==> src/rtl/lmf_pkg.sv <==
package lmf_pkg;

  localparam int MAC_W  = 48;
  localparam int PORT_W = 16;
  localparam int TIME_W = 48;

  // forwarding decision codes
  typedef enum logic [1:0] {
    ACT_ABORT    = 2'd0,
    ACT_FLOOD    = 2'd1,
    ACT_REDIRECT = 2'd2
  } action_t;

  // sequencer states
  typedef enum logic [2:0] {
    ST_IDLE,
    ST_SCAN,
    ST_DRAIN,
    ST_LEARN,
    ST_RESULT
  } state_t;

  // table access strobes from sequencer to table
  typedef struct packed {
    logic mac_rd;
    logic port_rd;
    logic insert;
    logic refresh;
  } tbl_cmd_t;

  // hit flags from compare unit
  typedef struct packed {
    logic src_hit;
    logic dst_hit;
  } match_t;

endpackage

==> src/rtl/lmf_match.sv <==
module lmf_match #(
  parameter int IDX_W = 8
) (
  input  logic                      clk,
  input  logic                      rst,
  input  logic                      clear,
  input  logic                      valid,
  input  logic [IDX_W-1:0]          idx,
  input  logic [lmf_pkg::MAC_W-1:0] entry_mac,
  input  logic [lmf_pkg::MAC_W-1:0] src_key,
  input  logic [lmf_pkg::MAC_W-1:0] dst_key,
  output lmf_pkg::match_t           hits,
  output logic [IDX_W-1:0]          src_idx,
  output logic [IDX_W-1:0]          dst_idx
);

  logic src_eq;
  logic dst_eq;

  // one entry compared against both keys per cycle
  assign src_eq = valid && (entry_mac == src_key);
  assign dst_eq = valid && (entry_mac == dst_key);

  // hit flags, first match wins
  always_ff @(posedge clk) begin
    if (rst || clear) begin
      hits <= '0;
    end else begin
      if (src_eq && !hits.src_hit) begin
        hits.src_hit <= 1'b1;
      end
      if (dst_eq && !hits.dst_hit) begin
        hits.dst_hit <= 1'b1;
      end
    end
  end

  // matching slot indexes
  always_ff @(posedge clk) begin
    if (src_eq && !hits.src_hit) begin
      src_idx <= idx;
    end
    if (dst_eq && !hits.dst_hit) begin
      dst_idx <= idx;
    end
  end

endmodule

==> config.mk <==
export PLATFORM = sky130hd
export DESIGN_NAME = lmf_match
export DESIGN_NICKNAME = d
export VERILOG_FILES = /design/src/rtl/lmf_pkg.sv /design/src/rtl/lmf_match.sv
export SDC_FILE = /design/constraint.sdc
export NUM_CORES = 1
export LEC_CHECK = 0
export ABC_AREA = 0
export BUFFER_PORTS_ARGS = -buffer_cell sky130_fd_sc_hd__buf_2
export CAP_MARGIN = 0
export CORE_ASPECT_RATIO = 0.8
export CORE_MARGIN = 2
export CORE_UTILIZATION = 32
export DETAILED_ROUTE_END_ITERATION = 7
export PLACE_DENSITY = 0.77
export SLEW_MARGIN = 30
export SYNTH_ARGS = -nofsm -noshare
export SYNTH_HDL_FRONTEND = slang
export SYNTH_SLANG_ARGS = --single-unit
==> constraint.sdc <==
create_clock -name clk -period 2.1 [get_ports clk]
set_input_delay 0.42 -clock clk [delete_from_list [all_inputs] [get_ports clk]]
set_output_delay 0.42 -clock clk [all_outputs]
set_load 0.01 [all_outputs]
==> summary.txt, run 1 <==
Unique masters post-synth -> 16
Syn_nets -> 315
Initial antenna violation count -> 0
Vias per cell -> 4.64
Sink Count -> 18
Post-Synthesis Cells -> 159
Synthesis warning total -> 0
Post-CTS Setup Inserts -> 0
Area of the multi-input gates -> 1120 sq um
Register area share after synthesis -> 31.3%
Fillers -> 470
Critical Path RT -> 2050 ps
Worst EP arrival -> 1760 ps
Post-route insts no fill -> 402
Final worst path period need -> 1810 ps
Synthesis-to-layout area growth -> 61.3%
Final core utilization -> 53.5%
Pin count of the biggest net entering global routing -> 11
WL/cell -> 14.6 um
Leading cell types in the layout, fill and taps excluded -> 173 x buf_2, 87 x xor2_1, 16 x edfxtp_1
Status -> complete, no violations
Leading cell type in the layout, fill and taps excluded -> buf_2
Row count -> 23
Number of global-route vias before repair -> 1,929
CTS resizes -> 0
Post-Syn Area per Cell -> 10.4 sq um
DR vias -> 1,864
Worst-margin pin slew -> 493 ps
Critical Path Start Type -> input pin
# IOs -> 174
Core Box Area -> 5010 sq um
Area contributors post-synth -> xor2_1 46%, edfxtp_1 29%, nor4_1 5.7%
Grt total ovfl -> 0
Maximum clock frequency -> 0.553 GHz
Max clock buf depth -> 2
N_diodes -> 0
I/O Buffers -> 173
Routability cong. -> 0.789
Sequential cell area -> 520 sq um
Setup violations, final -> 0
RSZ-0062 raised after global routing -> false
H-tree Lvls -> 1
Post-Route WL -> 5890 um
Clock slew at reported path FFs -> 60 ps
Final ANT Viol Nets -> 0
Post-Syn Area -> 1660 sq um
Fin. Hold Viols -> 0
Fin nets -> 497
Worst relative slew slack -> 66.8%
Die Wd -> 84.5 um
Drt first pass iters -> 4
CTS tree -> built
Remaining design rule violation count -> 0
Detailed Place HPWL -> 5460 um
Die ar. -> 5780 sq um
Synthesis-stage register bit count -> 18
PnR worst setup slack -> 293 ps
Layout cells sized above 1 -> 54.7%
Final Cycle Share -> 86.1%
Hold crit path type -> in2reg
CTS Hold Bufs -> 0
Critical Path End Type -> flop
Max-slew violations -> 0
Maxcap violations -> 0
DP Worst Slack -> 19.3 ps
Setup CP Type -> in2reg
Hold Slack -> 361 ps
Root Buffer -> clkbuf_8
Area fraction of the dominant cell type after synthesis -> 45.9%
Critical path peak fanout -> 9
Static Leak -> 0.00134 uW
GRT Total Usage -> 19.5%
Clock Latency Late Sink -> 250 ps
Total CTS buffers -> 3
Initial DRC count -> 24
Initial Utilization -> 33.2%
Global-route wire length before repair -> 8700 um
Die H -> 68.4 um
Max rail drop VDD -> 0.251 mV
PwrDens -> 372 nW/um^2
Setup Skew -> 0.932 ps
Placed Cells -> 398
Yosys top cell by area -> xor2_1
Setup TNS Final -> 0 ps
[through the flow]
stage,power (uW),cell area (sq um)
2_1_floorplan,541,1660
3_3_place_gp,766,2630
3_5_place_dp,771,2630
4_1_cts,1010,2680
5_1_grt,1050,2680
6_report,996,2680
[kinds of logic after synthesis]
kind of cell           share of synthesized area, %
XOR/XNOR                                       48.0
AND/OR/NAND/NOR                                15.4
AO/OA/AOI/OAI                                  3.84
flip-flops                                     31.3
buffers and inverters                          1.36
[layout make-up]
| class | count | share of cell area (%) |
|---|---|---|
| clock buffer | 3 | 1.54 |
| clock inverter | 1 | 0.140 |
| inverter | 6 | 0.841 |
| multi-input combinational | 135 | 41.7 |
| sequential | 18 | 19.4 |
| tap | 62 | 2.90 |
| timing repair buffer | 177 | 33.4 |
[final timing paths]
| path | startpoint | end | slack [ps] | cells after the start |
|---|---|---|---|---|
| max | entry_mac[47] | dst_idx[5] | 290 | 6 |
| max reg2reg | hits[1] | src_idx[0] | 700 | 5 |
| min | idx[3] | src_idx[3] | 360 | 1 |
| min reg2reg | hits[0] | hits[0] | 510 | 1 |
[critical path, stage by stage]
cell	delay, ps
buf_2	120
xor2_1	160
nor4_1	480
nand4_1	180
nor4_2	170
buf_4	230
[synthesized netlist by cell type]
master / instances
xor2_1: 87
inv_1: 6
o21a_1: 2
nand2b_1: 3
o2111a_1: 3
nand3_1: 2
nor4_2: 6
nor4_1: 15
dfxtp_1: 2
nor2_1: 3
edfxtp_1: 16
nand4_1: 6
nor3_1: 2
a222oi_1: 1
a21oi_1: 1
xnor2_1: 4
[state kept, by name (all words and copies together), names as in the netlist]
register and cells:
src_idx 8, dst_idx 8, hits 2
[power breakdown]
part	internal, uW	switching [uW]	total [uW]
clock	130	106	235
sequential	389	0	389
combinational	196	176	372
total	714	282	996
[metal layers]
layer | routed length (um) | global-route usage (%)
met1 | 2420 | 23.6
met2 | 2990 | 37.7
met3 | 467 | 3.74
met4 | 19 | 1.79
met5 | 0 | 0
Note: power is estimated with default switching activity, not from simulation.
==> run 2, diff against run 1 <==
--- a/config.mk
+++ b/config.mk
@@ -12,7 +12,7 @@
 export CORE_MARGIN = 2
 export CORE_UTILIZATION = 32
 export DETAILED_ROUTE_END_ITERATION = 7
-export PLACE_DENSITY = 0.77
+export PLACE_DENSITY = 0.83
 export SLEW_MARGIN = 30
 export SYNTH_ARGS = -nofsm -noshare
 export SYNTH_HDL_FRONTEND = slang
==> summary.txt, run 2 (synthesis results as in run 1) <==
DR vias -> 1,834 (-1.6%)
Final worst path period need -> 1900 ps (+89.0 ps)
Leading cell type in the layout, fill and taps excluded -> buf_2
Initial Utilization -> 33.2% (unchanged)
Post-route insts no fill -> 401 (-0.25%)
Global-route wire length before repair -> 8540 um (-1.8%)
Total CTS buffers -> 3 (unchanged)
Clock Latency Late Sink -> 250 ps (about the same)
Number of global-route vias before repair -> 1,911 (-0.93%)
Crit path to -> src_idx[2]
# IOs -> 174 (unchanged)
Area post-placement -> 2630 sq um (-0.29%)
Root Buffer -> clkbuf_8
Setup TNS Final -> 0 ps (unchanged)
GRT Total Usage -> 19.0% (-0.47 points)
Final ANT Viol Nets -> 0 (unchanged)
Static Leak -> 0.00133 uW (-0.40%)
Core Box Area -> 5010 sq um (unchanged)
Clock slew at reported path FFs -> 60 ps (about the same)
CTS tree -> built
Initial DRC count -> 56 (+130%)
Worst Setup SP -> entry_mac[46]
Pin count of the biggest net entering global routing -> 11 (unchanged)
Leading cell types in the layout, fill and taps excluded -> 173 x buf_2, 87 x xor2_1, 16 x edfxtp_1
Max clock buf depth -> 2 (unchanged)
Critical Path Start Type -> input pin
Post-Route WL -> 5770 um (-2.1%)
Layout cells sized above 1 -> 54.6% (-0.13 points)
Synthesis-to-layout area growth -> 60.9%
Die Wd -> 84.5 um (unchanged)
Sink Count -> 18 (unchanged)
RSZ-0062 raised after global routing -> false
Status -> complete, no violations
Worst reg2reg setup slack -> 660 ps (-40 ps)
Drt first pass iters -> 7 (+3)
Worst relative slew slack -> 68.5% (+1.7 points)
Hold Slack -> 354 ps (-6.74 ps)
Fillers -> 468 (-0.43%)
Vias per cell -> 4.57 (-1.4%)
Die ar. -> 5780 sq um (unchanged)
Grt total ovfl -> 0 (unchanged)
N_diodes -> 0 (unchanged)
Row count -> 23 (unchanged)
Final instance area -> 2670 sq um (-0.28%)
PwrDens -> 375 nW/um^2 (+0.73%)
Maxcap violations -> 0 (unchanged)
Post-CTS Setup Inserts -> 0 (unchanged)
Worst-margin pin slew -> 468 ps (-25.2 ps)
WL/cell -> 14.4 um (-1.8%)
Setup CP Type -> in2reg
Fin nets -> 496 (-0.20%)
Worst EP arrival -> 1860 ps (+100 ps)
I/O Buffers -> 173 (unchanged)
Die H -> 68.4 um (unchanged)
Hold crit path type -> in2reg
Initial antenna violation count -> 0 (unchanged)
Max rail drop VDD -> 0.283 mV (+13%)
Fin. Hold Viols -> 0 (unchanged)
Setup violations, final -> 0 (unchanged)
H-tree Lvls -> 1 (unchanged)
CTS Hold Bufs -> 0 (unchanged)
Routability cong. -> 0.857 (+8.6%)
Maximum clock frequency -> 0.527 GHz (-4.7%)
Remaining design rule violation count -> 0 (unchanged)
Total power -> 1000 uW (+0.45%)
Top flop regs -> dst_idx x8, src_idx x8, hits x2
Max-slew violations -> 0 (unchanged)
FF-to-FF path depth -> 5 (unchanged)
Critical Path End Type -> flop
CTS resizes -> 0 (unchanged)
Crit Reg-Reg Startpoint -> hits[1]
Detailed Place HPWL -> 5270 um (-3.6%)
Critical Path RT -> 2060 ps (about the same)
Critical path peak fanout -> 9 (unchanged)
Placed Cells -> 397 (-0.25%)
WHS Path Cells -> 1 (unchanged)
Reg-to-reg endpoint -> src_idx[2]
Setup Skew -> 1.56 ps (+0.630 ps)
Final Cycle Share -> 90.3% (+4.2 points)
-- run 2: worst min path at each step --
stage,start,end
floorplan,idx[0],dst_idx[0]
global placement,hits[0],hits[0]
detailed placement,hits[0],hits[0]
CTS,idx[6],dst_idx[6]
global route,idx[1],src_idx[1]
finish,idx[1],src_idx[1]
-- run 2: through the flow --
stage                     utilization (%)  worst slack (ps)
after floorplan                         -              93.1
after global placement               52.4             -59.9
after detailed placement             52.4             -76.0
after CTS                            53.3               181
after global routing                 53.3              71.6
final                                53.3               204
-- run 2: metal layers --
layer | part of all wire, % | routed length (um) | GRT usage (%)
met5 | 0 | 0 | 0
met2 | 51 | 2930 | 35.6
met4 | 1.2 | 72 | 5.16
met3 | 8.2 | 472 | 4.22
met1 | 40 | 2290 | 22.3
-- run 2: power by group --
part	leakage [uW]	total (uW)	internal (uW)	switching (uW)
logic	0.00115	370	194	176
clock network	0.0000231	241	130	111
registers	0.000160	389	389	0
total	0.00133	1000	713	287
-- run 2: final cells by class --
class / instances / area (sq um) / area share (%)
Multi-Input combinational cell: 135 / 1120 / 41.8
Timing Repair Buffer: 176 / 888 / 33.3
Sequential cell: 18 / 520 / 19.5
Tap cell: 62 / 77.6 / 2.90
Clock buffer: 3 / 41.3 / 1.55
Inverter: 6 / 22.5 / 0.843
Clock inverter: 1 / 3.75 / 0.141
-- run 2: worst max-delay path, cell delays in order --
cell and delay [ps]:
buf_2 130, xor2_1 150, nor4_1 460, buf_4 190, nand4_1 100, nor4_2 180
buf_4 230
